`config.mk`:
```
export PLATFORM = sky130hd
export DESIGN_NAME = integer_to_ascii_formatter_core
export DESIGN_NICKNAME = d
export VERILOG_FILES = /design/src/design/i2a_pkg.sv /design/src/design/i2a_conv.sv /design/src/design/integer_to_ascii_formatter_core.sv
export SDC_FILE = /design/constraint.sdc
export NUM_CORES = 1
export LEC_CHECK = 0
export ABC_AREA = 1
export BUFFER_PORTS_ARGS = -buffer_cell sky130_fd_sc_hd__buf_2
export CELL_PAD_IN_SITES_DETAIL_PLACEMENT = 1
export CELL_PAD_IN_SITES_GLOBAL_PLACEMENT = 2
export CORE_MARGIN = 5
export CORE_UTILIZATION = 38
export DETAILED_ROUTE_END_ITERATION = 7
export GPL_TIMING_DRIVEN = 0
export HOLD_SLACK_MARGIN = 0.05
export PLACE_DENSITY_LB_ADDON = 0.2
export RECOVER_POWER = 100
export SLEW_MARGIN = 20
export SYNTH_ARGS = -nofsm -noshare
export SYNTH_HDL_FRONTEND = slang
export SYNTH_SLANG_ARGS = --single-unit
```
`constraint.sdc`:
```
create_clock -name clk -period 12.6 [get_ports clk]
set_clock_uncertainty 0.05 [all_clocks]
set_input_delay 1.26 -clock clk [delete_from_list [all_inputs] [get_ports clk]]
set_output_delay 1.26 -clock clk [all_outputs]
set_load 0.01 [all_outputs]
```
`src/design/i2a_pkg.sv`:
```
// Shared constants and the digit-to-character function of the integer to ASCII formatter.
`timescale 1ns / 1ps

package i2a_pkg;

  // Width of the value that is formatted; bits above it are ignored.
  localparam int VALUE_WIDTH = 64;

  // Decimal digits needed for VALUE_WIDTH bits: floor(VALUE_WIDTH * log10(2)) + 1.
  localparam int DEC_DIGITS = ((VALUE_WIDTH * 1233) >> 12) + 1;
  localparam int HEX_DIGITS = (VALUE_WIDTH + 3) / 4;
  localparam int DIG_N = (DEC_DIGITS > HEX_DIGITS) ? DEC_DIGITS : HEX_DIGITS;
  localparam int DIG_BITS = DIG_N * 4;
  localparam int NDIG_W = $clog2(DIG_N + 1);
  localparam int POS_W = 5;

  localparam logic [1:0] KIND_DEC = 2'd0;
  localparam logic [1:0] KIND_LOWER = 2'd1;
  localparam logic [1:0] KIND_UPPER = 2'd2;
  localparam logic [1:0] KIND_PTR = 2'd3;

  localparam logic [7:0] ASCII_ZERO = 8'd48;
  localparam logic [7:0] ASCII_MINUS = 8'd45;
  localparam logic [7:0] ASCII_X = 8'd120;
  localparam logic [7:0] LOWER_GAP = 8'd39;
  localparam logic [7:0] UPPER_GAP = 8'd7;

  // Maps one digit to its ASCII code; letters follow the case of the kind.
  function automatic logic [7:0] digit_char(input logic [3:0] d, input logic [1:0] kind);
    logic [7:0] ch;
    ch = {4'b0000, d} + ASCII_ZERO;
    if (d > 4'd9) begin
      ch = ch + ((kind == KIND_UPPER) ? UPPER_GAP : LOWER_GAP);
    end
    return ch;
  endfunction

endpackage

```
`src/design/i2a_conv.sv`:
```
// Bit-serial binary to digit converter: shift-and-add-3 for decimal, direct load for hex.
`timescale 1ns / 1ps

module i2a_conv (
  input  logic                        clk,
  input  logic                        rst,
  input  logic                        start,
  input  logic                        hex,
  input  logic [i2a_pkg::VALUE_WIDTH-1:0] mag,
  output logic                        done,
  output logic [i2a_pkg::DIG_BITS-1:0] digits
);

  localparam int CNT_W = (i2a_pkg::VALUE_WIDTH > 1) ? $clog2(i2a_pkg::VALUE_WIDTH) : 1;

  logic                             running;
  logic [CNT_W-1:0]                 cnt;
  logic [i2a_pkg::VALUE_WIDTH-1:0]  shreg;
  logic [i2a_pkg::DIG_BITS-1:0]     adj;
  logic [i2a_pkg::DIG_BITS-1:0]     digits_next;

  // Every decimal digit of 5 or more is corrected by 3 before the shift.
  always_comb begin
    for (int i = 0; i < i2a_pkg::DIG_N; i++) begin
      if (digits[i*4 +: 4] >= 4'd5) begin
        adj[i*4 +: 4] = digits[i*4 +: 4] + 4'd3;
      end else begin
        adj[i*4 +: 4] = digits[i*4 +: 4];
      end
    end
    digits_next = {adj[i2a_pkg::DIG_BITS-2:0], shreg[i2a_pkg::VALUE_WIDTH-1]};
  end

  always_ff @(posedge clk) begin
    if (rst) begin
      running <= 1'b0;
      done <= 1'b0;
    end else begin
      done <= 1'b0;
      if (start) begin
        if (hex) begin
          digits <= {{(i2a_pkg::DIG_BITS - i2a_pkg::VALUE_WIDTH){1'b0}}, mag};
          done <= 1'b1;
        end else begin
          digits <= '0;
          shreg <= mag;
          cnt <= '0;
          running <= 1'b1;
        end
      end else if (running) begin
        digits <= digits_next;
        shreg <= shreg << 1;
        cnt <= cnt + CNT_W'(1);
        if (cnt == CNT_W'(i2a_pkg::VALUE_WIDTH - 1)) begin
          running <= 1'b0;
          done <= 1'b1;
        end
      end
    end
  end

endmodule

```
`src/design/integer_to_ascii_formatter_core.sv`:
```
// Top level of the integer to ASCII formatter: request control, zero skipping and emission.
`timescale 1ns / 1ps

// A request is taken at a rising edge where start is high and busy is low. Its text leaves
// as one character per strobe cycle, most significant first, with its position in the run
// and last set on the final character. The receiver cannot hold characters off: each one
// is valid for exactly the single cycle in which strobe is high. A signed decimal value is
// first converted bit-serially over all its value bits, while the hex kinds load their
// digits directly; then leading zeros are dropped and the text is emitted, with a leading
// minus sign for a negative decimal value and the prefix "0x" for the pointer kind. busy
// falls in the cycle that carries the last character, so the next request may be taken at
// the edge that accepts it. The block holds one request at a time.

module integer_to_ascii_formatter_core (
  input  logic                            clk,
  input  logic                            rst,
  input  logic                            start,
  output logic                            busy,
  input  logic [1:0]                      kind,
  input  logic [63:0]                     value,
  output logic                            strobe,
  output logic [7:0]                      character,
  output logic [i2a_pkg::POS_W-1:0]       position,
  output logic                            last
);

  typedef enum logic [5:0] {
    ST_IDLE = 6'b000001,
    ST_CONV = 6'b000010,
    ST_SKIP = 6'b000100,
    ST_PRE0 = 6'b001000,
    ST_PRE1 = 6'b010000,
    ST_EMIT = 6'b100000
  } state_t;

  state_t                            state;
  logic [1:0]                        kind_q;
  logic                              neg;
  logic [i2a_pkg::DIG_BITS-1:0]      dig;
  logic [i2a_pkg::NDIG_W-1:0]        ndig;
  logic [i2a_pkg::POS_W-1:0]         pos;

  logic                              accept;
  logic [i2a_pkg::VALUE_WIDTH-1:0]   v_in;
  logic                              v_neg;
  logic [i2a_pkg::VALUE_WIDTH-1:0]   mag;
  logic                              conv_done;
  logic [i2a_pkg::DIG_BITS-1:0]      conv_digits;
  logic [3:0]                        top_digit;

  assign busy = (state != ST_IDLE);
  assign accept = start && !busy;

  // Only the low VALUE_WIDTH bits count. A negative decimal value is negated in unsigned
  // arithmetic, so the most negative value yields its full magnitude.
  assign v_in = value[i2a_pkg::VALUE_WIDTH-1:0];
  assign v_neg = (kind == i2a_pkg::KIND_DEC) && v_in[i2a_pkg::VALUE_WIDTH-1];
  assign mag = v_neg ? (~v_in + i2a_pkg::VALUE_WIDTH'(1)) : v_in;

  assign top_digit = dig[i2a_pkg::DIG_BITS-1 -: 4];

  i2a_conv u_conv (
    .clk    (clk),
    .rst    (rst),
    .start  (accept),
    .hex    (kind != i2a_pkg::KIND_DEC),
    .mag    (mag),
    .done   (conv_done),
    .digits (conv_digits)
  );

  always_ff @(posedge clk) begin
    if (rst) begin
      state <= ST_IDLE;
      strobe <= 1'b0;
    end else begin
      strobe <= 1'b0;
      case (state)
        ST_IDLE: begin
          if (accept) begin
            kind_q <= kind;
            neg <= v_neg;
            pos <= '0;
            state <= ST_CONV;
          end
        end
        ST_CONV: begin
          if (conv_done) begin
            dig <= conv_digits;
            ndig <= i2a_pkg::NDIG_W'(i2a_pkg::DIG_N);
            state <= ST_SKIP;
          end
        end
        ST_SKIP: begin
          // Leading zeros drop one digit per cycle; the last digit always stays.
          if (top_digit == 4'd0 && ndig > i2a_pkg::NDIG_W'(1)) begin
            dig <= dig << 4;
            ndig <= ndig - i2a_pkg::NDIG_W'(1);
          end else if (neg || kind_q == i2a_pkg::KIND_PTR) begin
            state <= ST_PRE0;
          end else begin
            state <= ST_EMIT;
          end
        end
        ST_PRE0: begin
          strobe <= 1'b1;
          character <= neg ? i2a_pkg::ASCII_MINUS : i2a_pkg::ASCII_ZERO;
          position <= pos;
          last <= 1'b0;
          pos <= pos + i2a_pkg::POS_W'(1);
          state <= (kind_q == i2a_pkg::KIND_PTR) ? ST_PRE1 : ST_EMIT;
        end
        ST_PRE1: begin
          strobe <= 1'b1;
          character <= i2a_pkg::ASCII_X;
          position <= pos;
          last <= 1'b0;
          pos <= pos + i2a_pkg::POS_W'(1);
          state <= ST_EMIT;
        end
        ST_EMIT: begin
          strobe <= 1'b1;
          character <= i2a_pkg::digit_char(top_digit, kind_q);
          position <= pos;
          last <= (ndig == i2a_pkg::NDIG_W'(1));
          pos <= pos + i2a_pkg::POS_W'(1);
          dig <= dig << 4;
          ndig <= ndig - i2a_pkg::NDIG_W'(1);
          if (ndig == i2a_pkg::NDIG_W'(1)) begin
            state <= ST_IDLE;
          end
        end
        default: begin
          state <= ST_IDLE;
        end
      endcase
    end
  end

endmodule
```
==> qor.txt <==
Buffers plus inverters on the worst setup path - 8
Pin count of the biggest net entering global routing - 52
Synth Net Count - 1836
Post-cts repair resize count - 0
Startpoint Class - primary input
Die area - 43300 um2
Initial standard-cell utilization of the core - 38.5%
Die Span Y - 208 um
Cell at the root of the clock tree - sky130_fd_sc_hd__clkbuf_16
Cts hold-fix bufs - 0
Clock period minus worst slack - 6590 ps
Arrival time at the worst endpoint - 6730 ps
Cell family contributing the most delay on the critical path - buffers and inverters
Static power due to leakage - 6.76 nW
Detailed Route Iter0 Violations - 681
Worst Hold Class - register to register
Final hold vios - 0
Fraction of registers with async set/reset - 0%
Final clock period utilization by the worst path - 52.3%
Worst slack after detailed placement - 8770 ps
Total wire length - 46900 um
DR DRC count - 0
Status - complete, but fails checks
Area Growth Syn to Fin - 13.0%
Yosys warnings - 0
Hold Slack - 425 ps
Number of nets with antenna violations after detailed routing - 0
Clock-pin slew on the worst setup and hold paths - 60 ps
Via count of the first global-routing pass - 12900
VDD IR max - 112 uV
Final setup violation count - 0
Number of register bits inferred by synthesis - 265
Die boundary width - 208 um
Critical setup path kind - primary input to register
Number of diodes added for antenna fixing - 0
Post-route cell area - 16900 um2
Number of clock buffers inserted by TritonCTS - 30
Reg area - 7870 um2
Global-route wire length before repair - 72700 um
Kind of end point of the critical path - register
Antenna violations before repair - 1
Pwr Density - 187 nW/um2
Violations in the final reports - capacitance limit, slew limit
Top cell type's share of synthesized area - 51.6%
Clock tree from TritonCTS - yes
Post-detailed-route via-to-cell ratio - 5.17
Core outline area - 38700 um2
# port buffers - 83
Predominant post-synthesis flop cell - sky130_fd_sc_hd__edfxtp_1
Number of flops mapped to enable cells by yosys - 256
Final Max Tran Viols - 79
Global-route congestion overflow total - 0
Share of layout cells above drive strength 1 - 6.77%
Number of vias after detailed routing - 12400
Mean instance size in the synthesized netlist - 8.67 um2
Clock Latency Late Sink - 580 ps
Slew at the pin closest to its max-slew limit - 2890 ps
Count of pins on the block boundary - 85
Cells after Synth - 1720
Total global routing track utilization - 21.2%
Clock tree buffer depth - 3
Max Cap Viol - 4
Post-CTS Setup Repair Bufs - 0
Slowest CP cell - sky130_fd_sc_hd__nor2_1
Post-synthesis cell type count - 41
Headroom to the max-slew limit - -92.8%
Required time of the critical path - 12740 ps
Crit path largest cell delay - 1240 ps
Worst-case setup margin in the final layout - 6010 ps
Leading cell types in the layout, fill and taps excluded - sky130_fd_sc_hd__nand2_1, sky130_fd_sc_hd__o21ai_0, sky130_fd_sc_hd__edfxtp_1
Multi-input gate area - 5940 um2
Max Fclk - 152 MHz
WL per Instance - 19.6 um
Largest cells by area after synthesis - sky130_fd_sc_hd__edfxtp_1, sky130_fd_sc_hd__nand2_1, sky130_fd_sc_hd__o21ai_0
Half-perimeter wire length after detailed placement - 36800 um
Number of inserted filler cells in the final layout - 4678
Leading cell type in the layout, fill and taps excluded - sky130_fd_sc_hd__nand2_1
Yosys top cell by area - sky130_fd_sc_hd__edfxtp_1
Number of search-and-repair iterations in the first detailed-routing pass - 5
Gpl congestion - 0.853
Unrepaired setup endpoints after global routing - no
Most frequent cell on the critical path - sky130_fd_sc_hd__clkbuf_1
Number of H-tree levels - 1
TritonCTS Sinks - 265
Share of synthesized area occupied by flip-flops and latches - 52.8%
Maximum net fanout on the critical path - 22
Placed standard-cell area - 16200 um2
Floorplan row count - 72
Critical path, cell by cell - buf_2, inv_1, nor2_1, clkinv_1, clkbuf_1, nor2_1, clkbuf_1, nor2_1, clkbuf_1, clkbuf_1, clkbuf_1
Number of nets in the layout - 1968
Netlist area before placement - 14900 um2
==> through the flow <==
stage	cells	power [mW]	util, %	setup TNS, ps
after floorplan	1720	2.01	-	0
after global placement	2321	2.34	41.2	-117130
after detailed placement	2338	2.38	41.8	0
after CTS	2393	3.25	44.3	0
after global routing	2393	3.38	43.5	0
final	2393	3.16	43.5	0
==> report_power, final <==
group | switching [mW] | internal [mW]
clock | 0.360 | 0.497
combinational | 0.687 | 0.282
sequential | 0.0727 | 1.26
total | 1.12 | 2.04
==> layout make-up <==
| type | count | share of cell area [%] |
|---|---|---|
| Clock inverter | 13 | 0.809 |
| Inverter | 200 | 4.46 |
| Clock buffer | 42 | 4.90 |
| Sequential cell | 265 | 46.7 |
| Tap cell | 518 | 3.85 |
| Multi-Input combinational cell | 1201 | 35.2 |
| Timing Repair Buffer | 100 | 2.72 |
| Buffer | 54 | 1.37 |
==> layer usage <==
metal / global-route usage [%] / share of wire (%)
met5: 0 / 0
met4: 5.23 / 2.6
met3: 2.76 / 3.7
met2: 36.9 / 49
met1: 28.0 / 45
==> synthesized netlist by cell type, drive strengths merged, types with 10 or more instances <==
cell type	n
o21ai	267
edfxtp	256
ha	47
nor3	10
nand3	107
a21oi	56
clkbuf	14
nand2	431
inv	200
xor2	43
nor2	168
buf	40
o22ai	24
nand4	21
==> worst paths after layout <==
kind | from | slack, ps | depth (start not counted) | to
worst max register to register | state[2]$_SDFFE_PP0P_ | 6150 | 8 | u_conv.shreg[45]$_DFFE_PP_
worst max-delay path | start | 6010 | 11 | u_conv.shreg[45]$_DFFE_PP_
worst min-delay path | pos[4]$_SDFFCE_PP0P_ | 420 | 0 | position[4]$_DFFE_PP_
worst min register to register | pos[4]$_SDFFCE_PP0P_ | 420 | 0 | position[4]$_DFFE_PP_
==> worst reg2reg max path, cell delays in order (launching register included) <==
cell and delay, ps:
sky130_fd_sc_hd__dfxtp_1 340, sky130_fd_sc_hd__nor2_1 300, sky130_fd_sc_hd__nand4_4 150, sky130_fd_sc_hd__nor2_1 860
sky130_fd_sc_hd__o21ai_0 470, sky130_fd_sc_hd__nor2_1 1260, sky130_fd_sc_hd__clkbuf_1 870, sky130_fd_sc_hd__clkbuf_1 830
sky130_fd_sc_hd__clkbuf_1 920
==> logic make-up after synthesis <==
logic type	Yosys count	synth area share (%)
compound gates	359	12.5
xor+xnor	47	2.76
fa+ha+maj	47	3.94
buf+inv	254	7.14
flops	265	52.8
other cells	1	0.0251
simple gates	747	20.8
==> flip-flops by register name (all words and copies together) (netlist names), 5 cells and up <==
register	flops
u_conv.digits	80
u_conv.shreg	64
ndig	5
dig	80
character	7
position	5
state	6
pos	5
u_conv.cnt	6
Note: power is estimated with default switching activity, not from simulation.
